==> src/sv/lkv_pkg.sv <==
// shared types and constants for the lru key-value cache
package lkv_pkg;

	localparam int DEF_ENTRIES = 16;
	localparam int MAX_IDX_W   = 8;
	localparam int KEY_W       = 32;
	localparam int DATA_W      = 32;
	localparam int CAP_W       = 5;

	localparam logic [CAP_W-1:0]  CAP_RESET  = 5'd16;
	localparam logic              FUNC_GET   = 1'b0;
	localparam logic              FUNC_PUT   = 1'b1;
	localparam logic [DATA_W-1:0] MISS_VALUE = {DATA_W{1'b1}};
	localparam logic [DATA_W-1:0] PUT_VALUE  = '0;

	typedef enum logic [4:0] {
		ST_IDLE   = 5'b00001,
		ST_SCAN   = 5'b00010,
		ST_CMP    = 5'b00100,
		ST_UPDATE = 5'b01000,
		ST_FINISH = 5'b10000
	} lkv_state_t;

	// recency update: insert ages every other valid entry, otherwise only those
	// more recent than thr
	typedef struct packed {
		logic                 en;
		logic                 insert;
		logic [MAX_IDX_W-1:0] slot;
		logic [MAX_IDX_W-1:0] thr;
	} rec_upd_t;

	typedef struct packed {
		logic                 key_re;
		logic [MAX_IDX_W-1:0] key_raddr;
		logic                 val_re;
		logic [MAX_IDX_W-1:0] val_raddr;
		logic                 key_we;
		logic                 val_we;
		logic [MAX_IDX_W-1:0] waddr;
	} store_cmd_t;

endpackage

==> src/sv/lkv_store.sv <==
// key and value memories with registered read ports
module lkv_store import lkv_pkg::*; #(
	parameter int ENTRIES = DEF_ENTRIES
) (
	input  logic              clk,
	input  store_cmd_t        cmd,
	input  logic [KEY_W-1:0]  wkey,
	input  logic [DATA_W-1:0] wval,
	output logic [KEY_W-1:0]  rd_key_q,
	output logic [DATA_W-1:0] rd_val_q
);

	localparam int IW = (ENTRIES > 1) ? $clog2(ENTRIES) : 1;

	logic [KEY_W-1:0]  key_mem [ENTRIES];
	logic [DATA_W-1:0] val_mem [ENTRIES];

	always_ff @(posedge clk) begin
		if (cmd.key_we) begin
			key_mem[cmd.waddr[IW-1:0]] <= wkey;
		end
		if (cmd.key_re) begin
			rd_key_q <= key_mem[cmd.key_raddr[IW-1:0]];
		end
	end

	always_ff @(posedge clk) begin
		if (cmd.val_we) begin
			val_mem[cmd.waddr[IW-1:0]] <= wval;
		end
		if (cmd.val_re) begin
			rd_val_q <= val_mem[cmd.val_raddr[IW-1:0]];
		end
	end

endmodule

==> src/sv/lkv_recency.sv <==
// valid bits, per-entry recency ranks and occupancy count
module lkv_recency import lkv_pkg::*; #(
	parameter int ENTRIES = DEF_ENTRIES
) (
	input  logic                                clk,
	input  logic                                arst_n,
	input  rec_upd_t                            upd,
	output logic [ENTRIES-1:0]                  valid_q,
	output logic [ENTRIES-1:0][((ENTRIES > 1) ? $clog2(ENTRIES) : 1)-1:0] rank_q,
	output logic [$clog2(ENTRIES+1)-1:0]        occ_q
);

	localparam int IW = (ENTRIES > 1) ? $clog2(ENTRIES) : 1;
	localparam int OW = $clog2(ENTRIES+1);

	logic [IW-1:0] slot;
	logic [IW-1:0] thr;

	assign slot = upd.slot[IW-1:0];
	assign thr  = upd.thr[IW-1:0];

	always_ff @(posedge clk or negedge arst_n) begin
		if (!arst_n) begin
			valid_q <= '0;
			rank_q  <= '0;
			occ_q   <= '0;
		end else if (upd.en) begin
			for (int j = 0; j < ENTRIES; j++) begin
				if (IW'(j) == slot) begin
					valid_q[j] <= 1'b1;
					rank_q[j]  <= '0;
				end else if (valid_q[j] && (upd.insert || rank_q[j] < thr)) begin
					rank_q[j] <= rank_q[j] + IW'(1);
				end
			end
			// replacing a victim keeps the count, a free slot grows it
			if (upd.insert && !valid_q[slot]) begin
				occ_q <= occ_q + OW'(1);
			end
		end
	end

endmodule

==> src/sv/lru_key_value_cache.sv <==
// lru key-value cache top level: request sequencer and shared key comparator
//
// Fully associative key-value cache with least-recently-used replacement. Each
// transaction on the input side is a get (func 0) or a put (func 1); each gives
// exactly one result: hit, and read_value holding the stored value on a get hit,
// all ones on a get miss and zero on a put. One key comparator walks the key
// memory one entry per cycle; a request passes the scan, compare, update and
// finish states before its result is offered, and the next request is taken
// only once that result is in the output register. The result sits in an output
// register, so a new request can be accepted while it waits. The capacity
// register (0 reads as 1, values above ENTRIES read as ENTRIES) is written with
// cfg_we and should change only while the cache is idle; lowering it does not
// drop entries at once. The store comes out of reset empty, with no clearing.
module lru_key_value_cache import lkv_pkg::*; #(
	parameter int ENTRIES = DEF_ENTRIES
) (
	input  logic                     clk,
	input  logic                     arst_n,
	input  logic                     in_valid,
	output logic                     in_ready,
	input  logic                     func,
	input  logic signed [KEY_W-1:0]  key,
	input  logic signed [DATA_W-1:0] value,
	output logic                     out_valid,
	input  logic                     out_ready,
	output logic                     hit,
	output logic signed [DATA_W-1:0] read_value,
	input  logic                     cfg_we,
	input  logic [CAP_W-1:0]         cfg_wdata
);

	localparam int IW = (ENTRIES > 1) ? $clog2(ENTRIES) : 1;
	localparam int OW = $clog2(ENTRIES+1);
	localparam int CW = (OW > CAP_W) ? OW : CAP_W;

	lkv_state_t          state_q;
	logic [CAP_W-1:0]    capacity_q;
	logic                func_q;
	logic [KEY_W-1:0]    req_key_q;
	logic [DATA_W-1:0]   req_val_q;
	logic [IW-1:0]       scan_q;
	logic                chk_vld_s1;
	logic [IW-1:0]       chk_idx_s1;
	logic                hit_q;
	logic [IW-1:0]       hit_idx_q;
	logic [IW-1:0]       hit_rank_q;
	logic                free_found_q;
	logic [IW-1:0]       free_idx_q;
	logic [IW-1:0]       vict_idx_q;
	logic                out_valid_q;
	logic                out_hit_q;
	logic [DATA_W-1:0]   out_data_q;

	store_cmd_t          cmd;
	rec_upd_t            upd;
	logic [KEY_W-1:0]    rd_key;
	logic [DATA_W-1:0]   rd_val;
	logic [ENTRIES-1:0]  valid_vec;
	logic [ENTRIES-1:0][IW-1:0] rank_vec;
	logic [OW-1:0]       occ;

	logic                accept;
	logic                key_match;
	logic                is_victim;
	logic [CW-1:0]       cap_ext;
	logic [CW-1:0]       eff_cap;
	logic                full;
	logic                out_load;
	logic [DATA_W-1:0]   result;

	lkv_store #(.ENTRIES(ENTRIES)) u_store (
		.clk      (clk),
		.cmd      (cmd),
		.wkey     (req_key_q),
		.wval     (req_val_q),
		.rd_key_q (rd_key),
		.rd_val_q (rd_val)
	);

	lkv_recency #(.ENTRIES(ENTRIES)) u_recency (
		.clk     (clk),
		.arst_n  (arst_n),
		.upd     (upd),
		.valid_q (valid_vec),
		.rank_q  (rank_vec),
		.occ_q   (occ)
	);

	assign in_ready   = (state_q == ST_IDLE);
	assign accept     = in_valid && in_ready;
	assign out_valid  = out_valid_q;
	assign hit        = out_hit_q;
	assign read_value = out_data_q;

	// shared comparator on the entry read in the previous cycle
	assign key_match = chk_vld_s1 && valid_vec[chk_idx_s1] && (rd_key == req_key_q);
	// ranks of valid entries run 0..occ-1, so the oldest holds occ-1
	assign is_victim = chk_vld_s1 && valid_vec[chk_idx_s1] &&
		(OW'(rank_vec[chk_idx_s1]) == occ - OW'(1));

	always_comb begin
		cap_ext = CW'(capacity_q);
		if (cap_ext == '0) begin
			eff_cap = CW'(1);
		end else if (cap_ext > CW'(ENTRIES)) begin
			eff_cap = CW'(ENTRIES);
		end else begin
			eff_cap = cap_ext;
		end
	end

	assign full = (CW'(occ) >= eff_cap);

	always_comb begin
		cmd           = '0;
		upd           = '0;
		cmd.key_re    = (state_q == ST_SCAN);
		cmd.key_raddr = MAX_IDX_W'(scan_q);
		if (state_q == ST_UPDATE) begin
			if (hit_q) begin
				upd.en     = 1'b1;
				upd.slot   = MAX_IDX_W'(hit_idx_q);
				upd.thr    = MAX_IDX_W'(hit_rank_q);
				cmd.waddr  = MAX_IDX_W'(hit_idx_q);
				if (func_q == FUNC_PUT) begin
					cmd.val_we = 1'b1;
				end else begin
					cmd.val_re    = 1'b1;
					cmd.val_raddr = MAX_IDX_W'(hit_idx_q);
				end
			end else if (func_q == FUNC_PUT) begin
				upd.en      = 1'b1;
				upd.insert  = 1'b1;
				upd.slot    = full ? MAX_IDX_W'(vict_idx_q) : MAX_IDX_W'(free_idx_q);
				cmd.waddr   = upd.slot;
				cmd.key_we  = 1'b1;
				cmd.val_we  = 1'b1;
			end
		end
	end

	always_comb begin
		if (func_q == FUNC_PUT) begin
			result = PUT_VALUE;
		end else if (hit_q) begin
			result = rd_val;
		end else begin
			result = MISS_VALUE;
		end
	end

	assign out_load = (state_q == ST_FINISH) && (!out_valid_q || out_ready);

	always_ff @(posedge clk or negedge arst_n) begin
		if (!arst_n) begin
			capacity_q <= CAP_RESET;
		end else if (cfg_we) begin
			capacity_q <= cfg_wdata;
		end
	end

	always_ff @(posedge clk or negedge arst_n) begin
		if (!arst_n) begin
			state_q      <= ST_IDLE;
			scan_q       <= '0;
			chk_vld_s1   <= 1'b0;
			hit_q        <= 1'b0;
			free_found_q <= 1'b0;
			out_valid_q  <= 1'b0;
		end else begin
			chk_vld_s1 <= (state_q == ST_SCAN);
			if (out_load) begin
				out_valid_q <= 1'b1;
			end else if (out_ready) begin
				out_valid_q <= 1'b0;
			end
			if (key_match) begin
				hit_q <= 1'b1;
			end
			if (chk_vld_s1 && !valid_vec[chk_idx_s1] && !free_found_q) begin
				free_found_q <= 1'b1;
			end
			unique case (state_q)
				ST_IDLE: begin
					if (accept) begin
						scan_q       <= '0;
						hit_q        <= 1'b0;
						free_found_q <= 1'b0;
						state_q      <= ST_SCAN;
					end
				end
				ST_SCAN: begin
					if (scan_q == IW'(ENTRIES-1)) begin
						state_q <= ST_CMP;
					end else begin
						scan_q <= scan_q + IW'(1);
					end
				end
				ST_CMP: begin
					state_q <= ST_UPDATE;
				end
				ST_UPDATE: begin
					state_q <= ST_FINISH;
				end
				ST_FINISH: begin
					if (out_load) begin
						state_q <= ST_IDLE;
					end
				end
				default: begin
					state_q <= ST_IDLE;
				end
			endcase
		end
	end

	always_ff @(posedge clk) begin
		if (accept) begin
			func_q    <= func;
			req_key_q <= key;
			req_val_q <= value;
		end
		chk_idx_s1 <= scan_q;
		if (key_match) begin
			hit_idx_q  <= chk_idx_s1;
			hit_rank_q <= rank_vec[chk_idx_s1];
		end
		if (chk_vld_s1 && !valid_vec[chk_idx_s1] && !free_found_q) begin
			free_idx_q <= chk_idx_s1;
		end
		if (is_victim) begin
			vict_idx_q <= chk_idx_s1;
		end
		if (out_load) begin
			out_hit_q  <= hit_q;
			out_data_q <= result;
		end
	end

	// occupancy always matches the number of valid entries
	a_occ_count: assert property (@(posedge clk) disable iff (!arst_n)
		$countones(valid_vec) == occ)
		else $error("occupancy out of step with valid entries");

	// entries are never dropped, so occupancy never shrinks
	a_occ_mono: assert property (@(posedge clk) disable iff (!arst_n)
		occ >= $past(occ))
		else $error("occupancy decreased");

	// a put that misses into a full store replaces a victim and does not grow occupancy
	a_cap_respected: assert property (@(posedge clk) disable iff (!arst_n)
		upd.en && upd.insert && full |=> occ == $past(occ))
		else $error("insert grew a full store");

	// the store is only changed while a request is being committed
	a_upd_state: assert property (@(posedge clk) disable iff (!arst_n)
		(cmd.key_we || cmd.val_we) |-> upd.en && state_q == ST_UPDATE)
		else $error("memory write outside commit");

endmodule

==> config.mk <==
export PLATFORM = sky130hd
export DESIGN_NAME = lru_key_value_cache
export DESIGN_NICKNAME = d
export VERILOG_FILES = /design/src/sv/lkv_pkg.sv /design/src/sv/lkv_store.sv /design/src/sv/lkv_recency.sv /design/src/sv/lru_key_value_cache.sv
export SDC_FILE = /design/constraint.sdc
export NUM_CORES = 2
export LEC_CHECK = 0
export BUFFER_PORTS_ARGS = -buffer_cell sky130_fd_sc_hd__buf_2
export CAP_MARGIN = 25
export CORE_MARGIN = 2
export CORE_UTILIZATION = 40
export DETAILED_ROUTE_END_ITERATION = 7
export SETUP_SLACK_MARGIN = 0.02
export SYNTH_ARGS = -nofsm -noshare
export SYNTH_HDL_FRONTEND = slang
export SYNTH_SLANG_ARGS = --single-unit
export TNS_END_PERCENT = 5
==> constraint.sdc <==
create_clock -name clk -period 10.37 [get_ports clk]
set_input_delay 2.074 -clock clk [delete_from_list [all_inputs] [get_ports clk]]
set_output_delay 2.074 -clock clk [all_outputs]
set_load 0.01 [all_outputs]
==> results.cfg <==
[pwr]
peakVddDrop_v = 0.0001664
powerDensity_nw_per_um2 = 205.6
p_leak_nw = 19.67

[clocking]
clkSlewWorstSetupHoldPaths_ns = 0.06
insertion_delay_ns = 0.78
cts.repair.resized = 0
cts_setup_buffers = 0
cts_root_buffer = clkbuf_16
h-tree-depth = 4
numCtsBuffers = 139
clock_sinks = 1309
cts-hold-fix-buffers = 0
tritoncts = built
clk_path_buf_depth = 3

[cells_and_area]
fin_nets = 3502
drive_above_1_share_pct = 16.29
final.fill_count = 11170
syn2layout_area_growth_pct = 13.73

[yosys]
ys_ff_latch = 1309
synthTopCellsByArea = edfxtp_1 69%, dfrtp_1 4.9%, mux4_2 3.9%
ys_types = 67
synth_cells = 3223
yosysWarningCount = 0
yosysMostFrequentCell = edfxtp_1
syn_nets = 3370
synth_area_leader_cell = edfxtp_1
synth.yosys.seq_area_share_pct = 74.60
syn_area_per_cell_sq_um = 16.12
synthArstFlopShare_pct = 7.869
synthFlopType = edfxtp_1
syn_area_sq_um = 51950
synth_top_cell_area_share_pct = 69.48
synth_edf_count = 1202
ys_top_cells_by_count = 1202 x edfxtp_1, 374 x nand2_1, 151 x a21oi_1

[setup_path]
path_buf_inv = 4
cpPeakStageDelay_ns = 0.78
crit_fanout = 74
r2r.worst_path.cells = 11
worstPathArrival_ns = 5.95
worstSetupPathDepth = 11
critPathMostFrequentCell = buf_4
reg2reg_from = hit_q
crit_path_end_kind = flop
setup.worst_path.start = hit_q
reg2reg_to = u_store.rd_val_q[12]
path_cells = buf_4, nand3b_1, buf_4, nor3_4, buf_4, and2_4, buf_4, nand2_1, a311oi_1, a21oi_1, a21oi_1
crit_family = buffers and inverters
required_ns = 10.98
worstSetupPathType = reg2reg
endpoint = u_store.rd_val_q[12]
r2r_setup_slack_ns = 5.03
worst_setup_path_start_kind = flop
worst_path_max_delay_cell = buf_4

[global_route]
grt_max_degree = 112
gr-total-overflow = 0
first_global_vias = 28410
grt.total_usage_pct = 18.62
antenna_found_initial = 6
grt_pass1_wl_um = 184500

[detailed_routing]
wl_met2_um = 57610
route.detailed.drc = 0
wl_met1_um = 55230
met3WireLength_um = 8136
drt_iter0_drc = 2672
wl_um = 123500
firstDrtPassIters = 5
drtAntennaViolNets = 0
dr.max_layer_used = met5
num_vias = 28770
wl_per_cell_um = 23.70
viasPerCell = 5.521

[floorplanning]
fp.dieW_um = 364.4
io_pins = 110
die_y_um = 364.4
rows = 132
die-area_sq_um = 132800
design.core.area_sq_um = 129200
start_util_pct = 40.22

[timing]
slew_headroom_pct = 28.37
max_freq_ghz = 0.1872
tns_ns = 0
period_needed_ns = 5.342
setup_ws_ns = 5.028
tightest_slew_ns = 1.074
slew_viol_final = 0
final.period_utilization_pct = 51.51
hold_viol = 0
fin_hold_ws_ns = 0.4972
setup_violations = 0
fin_worst_skew_ns = 0.03880
rsz0062_at_grt = no

[status]
status = finished, final reports clean

[placed_design]
pre_cts_slack_ns = 5.043
portBuffers = 109
gp_congestion = 0.8212
dp_hpwl_um = 65000

[flow_run]
max_cap_violations = 0

[min_path]
hp-class = reg2reg
[routing by layer]
metal	track usage, %	up-vias
met5	0	-
met4	4.999	2
met3	3.717	169
met2	28.96	907
met1	26.76	14760
li1	-	12940
[sequential cells by signal, indices dropped and copies added, names as in the netlist, 4 cells and up]
name               count
u_store.key_mem      512
u_store.val_mem      512
u_recency.rank_q      64
read_value            32
req_key_q             32
req_val_q             32
u_store.rd_key_q      32
u_store.rd_val_q      32
u_recency.valid_q     16
cap_ext                5
state_q                5
u_recency.occ_q        5
chk_idx_s1             4
free_idx_q             4
hit_idx_q              4
hit_rank_q             4
scan_q                 4
vict_idx_q             4
[area by class of cell]
| cell class | instances | area [sq um] | share of cell area (%) |
|---|---|---|---|
| sequential | 1309 | 38760 | 65.61 |
| multi-input combinational | 1681 | 12520 | 21.19 |
| clock buffer | 167 | 3656 | 6.188 |
| tap | 1742 | 2180 | 3.689 |
| timing repair buffer | 170 | 1018 | 1.724 |
| clock inverter | 87 | 734.5 | 1.243 |
| inverter | 54 | 202.7 | 0.3431 |
| antenna | 1 | 2.502 | 0.004236 |
[kinds of logic after synthesis]
kind of cell / after synthesis / synth area share [%]
AO/OA/AOI/OAI: 669 / 8.514
AND/OR/NAND/NOR: 627 / 5.287
multiplexers: 239 / 6.814
flip-flops: 1309 / 74.60
buffers and inverters: 233 / 1.802
XOR/XNOR: 74 / 1.248
adder cells (fa/ha/maj): 72 / 1.734
[worst min path at each step]
| stage | start | endpoint | slack [ns] | cells after the start |
|---|---|---|---|---|
| 2_1_floorplan | scan_q[2] | chk_idx_s1[2] | 0.37 | 0 |
| 3_3_place_gp | free_found_q | free_found_q | 0.48 | 2 |
| 3_5_place_dp | free_found_q | free_found_q | 0.49 | 2 |
| 4_1_cts | free_found_q | free_found_q | 0.51 | 2 |
| 5_1_grt | free_found_q | free_found_q | 0.54 | 2 |
| 6_report | free_found_q | free_found_q | 0.50 | 2 |
[per-stage QoR]
| stage | instance area [sq um] | util, % | cells | power (W) |
|---|---|---|---|---|
| floorplan | 51950 | - | 3223 | 0.007089 |
| CTS | 59080 | 45.74 | 5210 | 0.01227 |
| global route | 59080 | 45.74 | 5210 | 0.01258 |
| finish | 59080 | 45.74 | 5211 | 0.01215 |
| global placement | 54690 | 42.34 | 4956 | 0.007470 |
| detailed placement | 54690 | 42.34 | 4956 | 0.007487 |
[layout by cell type, fill, tap and decap left out, types with 11 or more instances in the layout]
cell       Yosys  final
mux2i_1      128    128
mux4_2        89     89
a21oi_1      151    151
a31oi_1       69     69
nor3_2         0     25
or2_2         11     11
o21ai_1       24     24
buf_2         28    108
o41a_1        15     15
clkbuf_16      0    141
mux2_2        20     20
or3_1         14     14
clkinv_2       0     19
dfrtp_1      101     97
clkinv_1       0     41
nand3_2       12     12
o22ai_1      129    129
xnor2_1       21     21
nor2_1        96     87
a221oi_1      32     32
o21ai_0       60     60
clkbuf_1     118     23
ha_1          72     72
o21a_1        30     30
edfxtp_1    1202   1202
nand2b_1      11     11
a211oi_1      35     35
buf_4          1     61
a22oi_1       32     32
nand3_1       31     29
nand2_1      374    371
inv_1         54     53
xor2_1        53     53
a311oi_1      64     64
[worst register-to-register path, stage by stage, from the launching register on]
cell      delay [ns]
dfrtp_2         0.34
buf_4           0.64
nand3b_1        0.16
buf_4           0.28
nor3_4          0.70
buf_4           0.64
and2_4          0.71
buf_4           0.83
nand2_1         0.24
a311oi_1        0.33
a21oi_1         0.12
a21oi_1         0.20
[power breakdown]
part	switching, W	internal, W	leakage [nW]
Combinational	0.000515	0.000409	5.25
Clock	0.00206	0.00273	2.14
Sequential	0.000313	0.00612	12.3
Total	0.00289	0.00926	19.7
(Power assumes the default switching activity.)
